[src/exsort_pkg.sv]
package exsort_pkg;

   localparam int EXSORT_DEPTH  = 16;
   localparam int EXSORT_DATA_W = 32;
   localparam int EXSORT_IDX_W  = $clog2(EXSORT_DEPTH);
   localparam int EXSORT_CNT_W  = $clog2(EXSORT_DEPTH + 1);

   typedef struct packed {
      logic signed [EXSORT_DATA_W-1:0] held;
      logic signed [EXSORT_DATA_W-1:0] probe;
      logic                            descending;
   } exsort_cmp_req_type;

endpackage

[src/exsort_cmp.sv]
module exsort_cmp import exsort_pkg::*; (
   input  exsort_cmp_req_type cmp_req,
   output logic               cmp_swap
);

   // held sits at the lower position, probe at a later one
   always_comb begin
      if (cmp_req.descending) begin
         cmp_swap = cmp_req.held < cmp_req.probe;
      end else begin
         cmp_swap = cmp_req.held > cmp_req.probe;
      end
   end

endmodule

[src/exsort_seq.sv]
module exsort_seq import exsort_pkg::*; (
   input  logic                     clock,
   input  logic                     reset,
   input  logic                     req_tvalid,
   output logic                     req_tready,
   input  logic [EXSORT_DATA_W-1:0] req_tdata,
   input  logic                     req_tlast,
   output logic                     rsp_tvalid,
   input  logic                     rsp_tready,
   output logic [EXSORT_DATA_W-1:0] rsp_tdata,
   output logic                     rsp_tlast,
   output logic [0:0]               rsp_tuser,
   input  logic                     csr_we,
   input  logic [0:0]               csr_wdata,
   output exsort_cmp_req_type       cmp_req,
   input  logic                     cmp_swap
);

   typedef enum logic [7:0] {
      ST_COLLECT = 8'b0000_0001,
      ST_LOAD    = 8'b0000_0010,
      ST_PRIME   = 8'b0000_0100,
      ST_SCAN    = 8'b0000_1000,
      ST_WRI     = 8'b0001_0000,
      ST_EM_RD   = 8'b0010_0000,
      ST_EM_WAIT = 8'b0100_0000,
      ST_EM_OUT  = 8'b1000_0000
   } exsort_state_type;

   exsort_state_type state_ff, state_in;

   logic [EXSORT_CNT_W-1:0]  cnt_ff, cnt_in;
   logic                     drop_ff, drop_in;
   logic                     desc_ff, desc_in;
   logic [EXSORT_IDX_W-1:0]  i_ff, i_in;
   logic [EXSORT_CNT_W-1:0]  j_ff, j_in;
   logic [EXSORT_IDX_W-1:0]  pj_ff, pj_in;
   logic [EXSORT_DATA_W-1:0] cur_ff, cur_in;
   logic [EXSORT_DATA_W-1:0] rd_ff;
   logic [EXSORT_DATA_W-1:0] out_data_ff, out_data_in;
   logic                     out_last_ff, out_last_in;
   logic                     out_ovf_ff, out_ovf_in;

   logic [EXSORT_DATA_W-1:0] mem [EXSORT_DEPTH];
   logic                     mem_we;
   logic [EXSORT_IDX_W-1:0]  mem_waddr;
   logic [EXSORT_DATA_W-1:0] mem_wdata;
   logic [EXSORT_IDX_W-1:0]  mem_raddr;

   logic                     req_acc;
   logic                     full;
   logic [EXSORT_CNT_W-1:0]  cnt_new;

   assign req_tready = (state_ff == ST_COLLECT);
   assign req_acc    = req_tvalid && req_tready;
   assign full       = (cnt_ff >= EXSORT_CNT_W'(EXSORT_DEPTH));
   assign cnt_new    = full ? cnt_ff : cnt_ff + 1'b1;

   assign rsp_tvalid   = (state_ff == ST_EM_OUT);
   assign rsp_tdata    = out_data_ff;
   assign rsp_tlast    = out_last_ff;
   assign rsp_tuser[0] = out_ovf_ff;

   assign cmp_req.held       = cur_ff;
   assign cmp_req.probe      = rd_ff;
   assign cmp_req.descending = desc_ff;

   always_ff @(posedge clock) begin
      if (mem_we) begin
         mem[mem_waddr] <= mem_wdata;
      end
      rd_ff <= mem[mem_raddr];
   end

   always_comb begin
      state_in    = state_ff;
      cnt_in      = cnt_ff;
      drop_in     = drop_ff;
      desc_in     = csr_we ? csr_wdata[0] : desc_ff;
      i_in        = i_ff;
      j_in        = j_ff;
      pj_in       = pj_ff;
      cur_in      = cur_ff;
      out_data_in = out_data_ff;
      out_last_in = out_last_ff;
      out_ovf_in  = out_ovf_ff;
      mem_we      = 1'b0;
      mem_waddr   = i_ff;
      mem_wdata   = cur_ff;
      mem_raddr   = i_ff;

      unique case (state_ff)
         ST_COLLECT: begin
            if (req_acc) begin
               if (!full) begin
                  mem_we    = 1'b1;
                  mem_waddr = cnt_ff[EXSORT_IDX_W-1:0];
                  mem_wdata = req_tdata;
               end else begin
                  drop_in = 1'b1;
               end
               cnt_in = cnt_new;
               if (req_tlast) begin
                  i_in     = '0;
                  state_in = (cnt_new >= EXSORT_CNT_W'(2)) ? ST_LOAD : ST_EM_RD;
               end
            end
         end
         ST_LOAD: begin
            mem_raddr = i_ff;
            state_in  = ST_PRIME;
         end
         ST_PRIME: begin
            // rd_ff holds entry i, start reading the later entries
            cur_in    = rd_ff;
            mem_raddr = i_ff + 1'b1;
            pj_in     = i_ff + 1'b1;
            j_in      = EXSORT_CNT_W'(i_ff) + EXSORT_CNT_W'(2);
            state_in  = ST_SCAN;
         end
         ST_SCAN: begin
            // rd_ff holds entry pj, one read issued each cycle while j < cnt
            if (cmp_swap) begin
               mem_we    = 1'b1;
               mem_waddr = pj_ff;
               mem_wdata = cur_ff;
               cur_in    = rd_ff;
            end
            if (j_ff < cnt_ff) begin
               mem_raddr = j_ff[EXSORT_IDX_W-1:0];
               pj_in     = j_ff[EXSORT_IDX_W-1:0];
               j_in      = j_ff + 1'b1;
            end else begin
               state_in = ST_WRI;
            end
         end
         ST_WRI: begin
            mem_we    = 1'b1;
            mem_waddr = i_ff;
            mem_wdata = cur_ff;
            if (EXSORT_CNT_W'(i_ff) + EXSORT_CNT_W'(2) < cnt_ff) begin
               mem_raddr = i_ff + 1'b1;
               i_in      = i_ff + 1'b1;
               state_in  = ST_PRIME;
            end else begin
               i_in     = '0;
               state_in = ST_EM_RD;
            end
         end
         ST_EM_RD: begin
            mem_raddr = i_ff;
            state_in  = ST_EM_WAIT;
         end
         ST_EM_WAIT: begin
            out_data_in = rd_ff;
            out_last_in = (EXSORT_CNT_W'(i_ff) + 1'b1 == cnt_ff);
            out_ovf_in  = drop_ff;
            state_in    = ST_EM_OUT;
         end
         ST_EM_OUT: begin
            if (rsp_tready) begin
               if (out_last_ff) begin
                  cnt_in   = '0;
                  drop_in  = 1'b0;
                  i_in     = '0;
                  state_in = ST_COLLECT;
               end else begin
                  i_in     = i_ff + 1'b1;
                  state_in = ST_EM_RD;
               end
            end
         end
         default: begin
            state_in = ST_COLLECT;
         end
      endcase
   end

   always_ff @(posedge clock) begin
      if (reset) begin
         state_ff <= ST_COLLECT;
         cnt_ff   <= '0;
         drop_ff  <= 1'b0;
         desc_ff  <= 1'b0;
         i_ff     <= '0;
      end else begin
         state_ff <= state_in;
         cnt_ff   <= cnt_in;
         drop_ff  <= drop_in;
         desc_ff  <= desc_in;
         i_ff     <= i_in;
      end
   end

   always_ff @(posedge clock) begin
      j_ff        <= j_in;
      pj_ff       <= pj_in;
      cur_ff      <= cur_in;
      out_data_ff <= out_data_in;
      out_last_ff <= out_last_in;
      out_ovf_ff  <= out_ovf_in;
   end

endmodule

[src/exchange_sort_up_down.sv]
// Collecting exchange sorter for signed 32-bit values.
// req channel: one value per item in req_tdata, req_tlast marks the last value
// of a set. Values are stored as they arrive, one per cycle; values beyond
// the 16-entry store are dropped and flagged.
// The item with req_tlast starts the sort of a set of n >= 2 stored values:
// one compare per cycle in a single comparator, bounded by the one-write,
// one-read store; a set of fewer values goes straight to the output.
// rsp channel: the n sorted values in order, rsp_tlast on the final one,
// rsp_tuser high on every result of a set that lost values. Each result goes
// through a store read, an output load and a handshake, one result at a time.
// While a set is sorted or emitted req_tready is low; a stalled receiver
// simply holds the current result and the block waits.
// csr_we/csr_wdata set the order: 0 ascending, 1 descending. Write only
// between sets.
// Reset (synchronous) empties the store, clears the overflow flag and selects
// ascending order; the block is ready for a new set in the next cycle.
module exchange_sort_up_down import exsort_pkg::*; (
   input  logic                     clock,
   input  logic                     reset,
   input  logic                     req_tvalid,
   output logic                     req_tready,
   input  logic [EXSORT_DATA_W-1:0] req_tdata,   // [31:0] value
   input  logic                     req_tlast,
   output logic                     rsp_tvalid,
   input  logic                     rsp_tready,
   output logic [EXSORT_DATA_W-1:0] rsp_tdata,   // [31:0] sorted_value
   output logic                     rsp_tlast,
   output logic [0:0]               rsp_tuser,   // [0] overflow
   input  logic                     csr_we,
   input  logic [0:0]               csr_wdata
);

   exsort_cmp_req_type cmp_req;
   logic               cmp_swap;

   exsort_seq u_seq (
      .clock      (clock),
      .reset      (reset),
      .req_tvalid (req_tvalid),
      .req_tready (req_tready),
      .req_tdata  (req_tdata),
      .req_tlast  (req_tlast),
      .rsp_tvalid (rsp_tvalid),
      .rsp_tready (rsp_tready),
      .rsp_tdata  (rsp_tdata),
      .rsp_tlast  (rsp_tlast),
      .rsp_tuser  (rsp_tuser),
      .csr_we     (csr_we),
      .csr_wdata  (csr_wdata),
      .cmp_req    (cmp_req),
      .cmp_swap   (cmp_swap)
   );

   exsort_cmp u_cmp (
      .cmp_req  (cmp_req),
      .cmp_swap (cmp_swap)
   );

endmodule

[config.mk]
export PLATFORM = sky130hd
export DESIGN_NAME = exchange_sort_up_down
export DESIGN_NICKNAME = d
export VERILOG_FILES = /design/src/exsort_pkg.sv /design/src/exsort_cmp.sv /design/src/exsort_seq.sv /design/src/exchange_sort_up_down.sv
export SDC_FILE = /design/constraint.sdc
export NUM_CORES = 1
export LEC_CHECK = 0
export BUFFER_PORTS_ARGS = -buffer_cell sky130_fd_sc_hd__buf_2
export CAP_MARGIN = 25
export CORE_MARGIN = 2
export CORE_UTILIZATION = 40
export CTS_BUF_LIST = sky130_fd_sc_hd__clkbuf_16
export DETAILED_ROUTE_END_ITERATION = 7
export PLACE_DENSITY = 0.65
export SLEW_MARGIN = 15
export SYNTH_ARGS = -nofsm -noshare
export SYNTH_HDL_FRONTEND = slang
export SYNTH_SLANG_ARGS = --single-unit
[constraint.sdc]
create_clock -name clock -period 7 [get_ports clock]
set_input_delay 1.05 -clock clock [delete_from_list [all_inputs] [get_ports clock]]
set_output_delay 1.05 -clock clock [all_outputs]
set_load 0.03 [all_outputs]
Yosys cells after proc, flatten, opt, wreduce, memory -nomap -nowiden
Memory sizes are Yosys's and may differ from the RTL's. A register that Yosys moved wholly into a read port is not among the register bits.
Index checks and enable logic that the tools add are counted.

storage, ports and cells
  bits in latches = 0
  memories = 1
  ROM bits = 0
  output and inout bits = 36
  RAM bits = 512
  input port bits = 39
  flip-flop bits (word level) = 94
  word-level logic and storage cells = 97

cells by class
  shift operators = 0
  bitwise operators = 0
  divide/modulo/power cells = 0
  reductions and logical operators = 10
  add/sub/neg operators = 5
  muxes and demuxes = 47
  equality and inequality tests = 17
  order comparisons = 6
  $mul = 0

memory list
  memory     depth  width  read ports  clocked after memory_dff  write ports  line              text
  u_seq.mem  16     32     1           1                         1            exsort_seq.sv:44  logic [EXSORT_DATA_W-1:0] mem [EXSORT_DEPTH];

operator list
  operator                                                          count
  32-bit 2-to-1 mux                                                 4
  32-bit one-hot mux with 2 select lines                            1
  8-bit one-hot mux with 8 select lines                             1
  4-bit 2-to-1 mux                                                  11
  32-bit > comparator                                               1
  32-bit < comparator                                               1
  8-bit 2-to-1 mux                                                  4
  5-bit 2-to-1 mux                                                  5
  4-bit one-hot mux with 3 select lines                             2
  5-bit one-hot mux with 2 select lines                             2
  6-bit 2-to-1 mux                                                  3
  4-bit one-hot mux with 2 select lines                             2
  4-bit AND reduction                                               3
  5-bit by 1-bit adder with 5-bit output (second input constant)    2
  5-bit < comparator                                                2
  1-bit 2-to-1 mux                                                  10
  2-bit inequality test (second input constant)                     5
  8-bit by 1-bit == test with 1-bit output (second input constant)  1
  8-bit by 2-bit == test with 1-bit output (second input constant)  1
  8-bit by 3-bit == test with 1-bit output (second input constant)  1
  8-bit by 4-bit == test with 1-bit output (second input constant)  1
  8-bit by 5-bit == test with 1-bit output (second input constant)  1
  8-bit by 6-bit == test with 1-bit output (second input constant)  1
  8-bit by 7-bit == test with 1-bit output (second input constant)  1
  15 further kinds                                                  19

Depth between registers and ports, before layout
  word-level depth = 7
  depth in mapped cells = 16
  depth with buffers taken out = 13

Modules after synthesis
A second synthesis with hierarchy kept.

second synthesis, totals
  cell total of the unflattened synthesis = 1,849
  area total of the unflattened synthesis = 26,967.1 um^2

by module, submodules not included
  module      area each (um^2)  seq. area each (um^2)  instances  cells each
  exsort_seq  26,137.6          18,647.9               1          1,733
  exsort_cmp  829.5             0.0                    1          116

Least setup slack after synthesis
OpenSTA, ideal clock, no wires.

  path kind = reg-to-reg
  start = register u_seq.cur_ff[17]
  end = memory u_seq.mem[8][0], enable pin
  setup slack = 1.621 ns
  period minus slack after synthesis = 5.379 ns
  setup time = 0.461 ns
  arrival = 4.918 ns
  cell stages (with the launch flop) = 11
  cells stage by stage = edfxtp_1 ha_1 a21o_1 a221o_1 a221oi_2 nor2_1 a31oi_2 mux2i_2 o22ai_1 o21bai_1 nor3_1

on the way
  longest elaborated chain between the ends = 6
  elaborated cells on any way between the ends = 9

RTL lines
  what                                                               line                               text
  from (decl)                                                        exsort_seq.sv:38                   logic [EXSORT_DATA_W-1:0] cur_ff, cur_in;
  from (signal assigned)                                             exsort_seq.sv:198                  cur_ff <= cur_in;
  32-bit > comparator / 32-bit < comparator (equally long branches)  exsort_cmp.sv:11, exsort_cmp.sv:9
  1-bit 2-to-1 mux *                                                 exsort_cmp.sv:8                    if (cmp_req.descending) begin
  1-bit 2-to-1 mux                                                   exsort_seq.sv:123                  if (cmp_swap) begin
  1-bit one-hot mux with 3 select lines                              exsort_seq.sv:92                   unique case (state_ff)
  1-bit 2-to-1 mux                                                   exsort_seq.sv:69                   if (mem_we) begin
  1-bit 2-to-1 mux (not written as such)                             exsort_seq.sv:70                   mem[mem_waddr] <= mem_wdata;
  to (decl)                                                          exsort_seq.sv:44

Mark *: on every way between the ends. The rest lies on a longest branch, timed or not.

Final worst setup path
  start = register u_seq.cur_ff[14]
  end = memory u_seq.mem[11][12], enable pin

The elaborated chain is that of the path after synthesis.

==> impl_metrics.env <==
export IMPL_vias_per_cell=5.461
export IMPL_tritoncts="yes"
export IMPL_antenna_found_initial=0
export IMPL_fmax_ghz=0.1767
export IMPL_pwr_share_comb_pct=23.8
export IMPL_cp_data_required_time_ns=7.34
export IMPL_worstMarginPinSlew_ns=1.020
export IMPL_synth_edff_count=587
export IMPL_period_minus_slack_ns=5.659
export IMPL_synth_common_cells="587 x edfxtp_1, 289 x nand2_1, 197 x a22oi_1"
export IMPL_synth_seq_cells=638
export IMPL_pwr_share_seq_pct=47.5
export IMPL_htree_levels=2
export IMPL_ctsHoldBuffers=0
export IMPL_post_cts_resize_count=0
export IMPL_grt_pass1_vias=15083
export IMPL_reg2reg_from="u_seq.cur_ff[14]$_DFFE_PP_"
export IMPL_overflow=0
export IMPL_clk_latency_ns=0.64
export IMPL_num_antenna_cells=0
export IMPL_setup_tns_final_ns=0
export IMPL_yosysTopAreaCellShare_pct=68.37
export IMPL_rrSetupSlack_ns=1.34
export IMPL_post_route_period_util_pct=80.85
export IMPL_yosysSeqAreaShare_pct=72.33
export IMPL_die_y_microns=257.9
export IMPL_dp_cells=2667
export IMPL_via_count=15161
export IMPL_synthArstFlopShare_pct=0
export IMPL_post_cts_buffers=0
export IMPL_syn_to_final_growth_pct=13.19
export IMPL_cap_violations=0
export IMPL_holdCritPathClass="flip-flop to flip-flop"
export IMPL_yosysMostFrequentCell="edfxtp_1"
export IMPL_critPathCaptureType="flip-flop"
export IMPL_cts_root_buffer="clkbuf_16"
export IMPL_num_fill_cells=5584
export IMPL_min_delay_start="u_seq.drop_ff$_SDFFE_PP0P_"
export IMPL_p_leak_nw=10.83
export IMPL_finalWirelength_microns=61780
export IMPL_fin_skew_ns=0.02424
export IMPL_setup_viol=0
export IMPL_numCtsBuffers=58
export IMPL_firstDrtPassIters=5
export IMPL_syn_nets=1882
export IMPL_power_switching_mw=3.181
export IMPL_crit_type="flip-flop to flip-flop"
export IMPL_sw_frac_of_total_pct=30.36
export IMPL_drc_errors=0
export IMPL_synth_area_top_cells="edfxtp_1 68%, a22oi_1 5.7%, mux2i_1 5.2%, nand2_1 4.2%, dfxtp_1 4.0%"
export IMPL_rsz0062_at_grt="false"
export IMPL_whs_endpoint="u_seq.rsp_tuser$_DFFE_PP_"
export IMPL_drt_iter0_drc=1672
export IMPL_cts_sinks=638
export IMPL_rr_worst_depth=12
export IMPL_clk_pin_slew_ns=0.06
export IMPL_hold_slack_ns=0.4304
export IMPL_ant_nets=0
export IMPL_final_hold_violation_count=0
export IMPL_register_area_sq_um=18650
export IMPL_yosys_area_top_type="edfxtp_1"
export IMPL_layout_drive_gt1_share_pct=12.65
export IMPL_relSlewSlack_pct=31.89
export IMPL_grt_start_max_net_pins=129
export IMPL_crit_arrival_ns=6.00
export IMPL_layoutNonFillerInstCount=2776
export IMPL_synth_cell_types=66
export IMPL_start_util_pct=40.21
export IMPL_p_per_area_nw_per_um2=359.0
export IMPL_grt_usage_pct=18.39
export IMPL_critPathMaxFanout=23
export IMPL_critical_path_startpoint_type="flip-flop"
export IMPL_synthCells=1796
export IMPL_rows=93
export IMPL_io_pins=75
export IMPL_clock_path_buffers=3
export IMPL_grt_pass1_wl_microns=93250
export IMPL_dp_hpwl_microns=35160
export IMPL_syn_area_per_cell_sq_um=14.35
export IMPL_gp_congestion=0.8151
export IMPL_holdPathStages=0
export IMPL_core_sq_um=64120
export IMPL_p_clk_share_pct=28.7
export IMPL_nNetsFinal=1959
export IMPL_p_int_mw=7.295
export IMPL_multiInputGateArea_sq_um=6704
export IMPL_irDropWorstVdd_v=0.0002281
export IMPL_yosys_warnings=0
export IMPL_post_drt_wl_per_cell_microns=22.26
export IMPL_dieArea_sq_um=66500
export IMPL_syn_cell_area_sq_um=25780
export IMPL_timing_rr_end="u_seq.mem[11][12]$_DFFE_PP_"
export IMPL_report_final_slew_viol_count=0
export IMPL_final_cell_area_sq_um=29180
export IMPL_place_area_sq_um=27380
export IMPL_fp_dieW_microns=257.9
export IMPL_status="finished, final reports clean"
export IMPL_portBuffers=74
export IMPL_synth_flop_cell="edfxtp_1"
metrics by stage:
stage	util [%]	power, mW	setup slack [ns]
finish	45.51	10.48	1.341
global route	45.51	10.95	1.040
CTS	45.50	10.55	1.348
detailed placement	42.71	7.552	1.382
global placement	42.61	7.487	1.539
floorplan	-	6.737	1.621
cell type report:
class	instances	share of cell area, %
repair buffers	115	2.714
multi-input cells	1012	22.97
clock inverters	50	1.149
inverters	48	0.6174
clock buffers	58	4.974
flip-flops and latches	638	63.91
well taps	855	3.666
cell families after synthesis:
kind of cell | share of synthesized area, %
compound gates | 10.42
xor+xnor | 0.4077
fa+ha+maj | 2.281
buf+inv | 2.320
flops | 72.33
mux | 5.387
simple gates | 6.848
state kept, by name (all words and copies together), names as in the netlist, 4 cells and up:
| register | cells |
|---|---|
| u_seq.state_ff | 8 |
| u_seq.cnt_ff | 5 |
| u_seq.j_ff | 5 |
| u_seq.pj_ff | 4 |
| u_seq.rsp_tdata | 32 |
| u_seq.cur_ff | 32 |
| u_seq.mem | 512 |
| u_seq.rd_ff | 32 |
| u_seq.i_ff | 4 |
worst max path at each step:
stage	startpoint	endpoint
floorplan	u_seq.cur_ff[17]$_DFFE_PP_	u_seq.mem[8][0]$_DFFE_PP_
global placement	u_seq.cur_ff[14]$_DFFE_PP_	u_seq.mem[3][14]$_DFFE_PP_
detailed placement	u_seq.cur_ff[14]$_DFFE_PP_	u_seq.mem[11][14]$_DFFE_PP_
CTS	u_seq.cur_ff[14]$_DFFE_PP_	u_seq.mem[11][10]$_DFFE_PP_
global route	u_seq.rd_ff[14]$_DFF_P_	u_seq.mem[11][12]$_DFFE_PP_
finish	u_seq.cur_ff[14]$_DFFE_PP_	u_seq.mem[11][12]$_DFFE_PP_
metal layers:
layer  up-vias  GRT usage (%)  routed length (microns)
met2       450          30.78                    30170
li1       6996              -                        -
met1      7614          24.70                    26530
met5         -              0                        0
met4         0          6.647                     1910
met3       101          2.356                     3169
critical path: stages (launching register included):
cell and delay [ns]:
edfxtp_1 0.41, ha_1 0.34, nand4_1 0.18, nor4_1 0.82, a21boi_1 0.28, o31ai_1 0.15, a31oi_2 0.32, mux2i_2 0.51
mux2i_1 0.65, o21ai_0 0.37, buf_2 0.27, nor2_4 0.70, buf_4 0.33
cells in the final DEF (no fill, tap or decap), types with 5 or more instances in the layout:
master | netlist | layout
ha_1 | 47 | 47
nor3_1 | 13 | 7
nor2_4 | 1 | 13
dfxtp_1 | 51 | 51
nand2_1 | 289 | 288
clkinv_2 | 0 | 12
nand3_1 | 9 | 9
clkbuf_16 | 0 | 58
nor3_2 | 3 | 7
buf_2 | 21 | 76
a21oi_1 | 156 | 156
inv_1 | 48 | 62
a22oi_1 | 197 | 197
a211oi_1 | 5 | 5
buf_4 | 0 | 30
nor2_1 | 43 | 32
nand4_1 | 7 | 7
o21ai_0 | 18 | 17
mux2i_1 | 134 | 134
clkinv_1 | 0 | 16
a21o_1 | 7 | 7
xnor2_1 | 8 | 8
buf_12 | 0 | 6
edfxtp_1 | 587 | 587
power by group through the flow:
stage	Combinational (mW)	Sequential, mW	Clock (mW)
2_1_floorplan	1.73	5.01	0
3_3_place_gp	2.45	5.03	0
3_5_place_dp	2.50	5.05	0
4_1_cts	2.51	4.97	3.06
5_1_grt	2.74	5.01	3.20
6_report	2.49	4.98	3.01
Power figures use the tool's default switching activity.
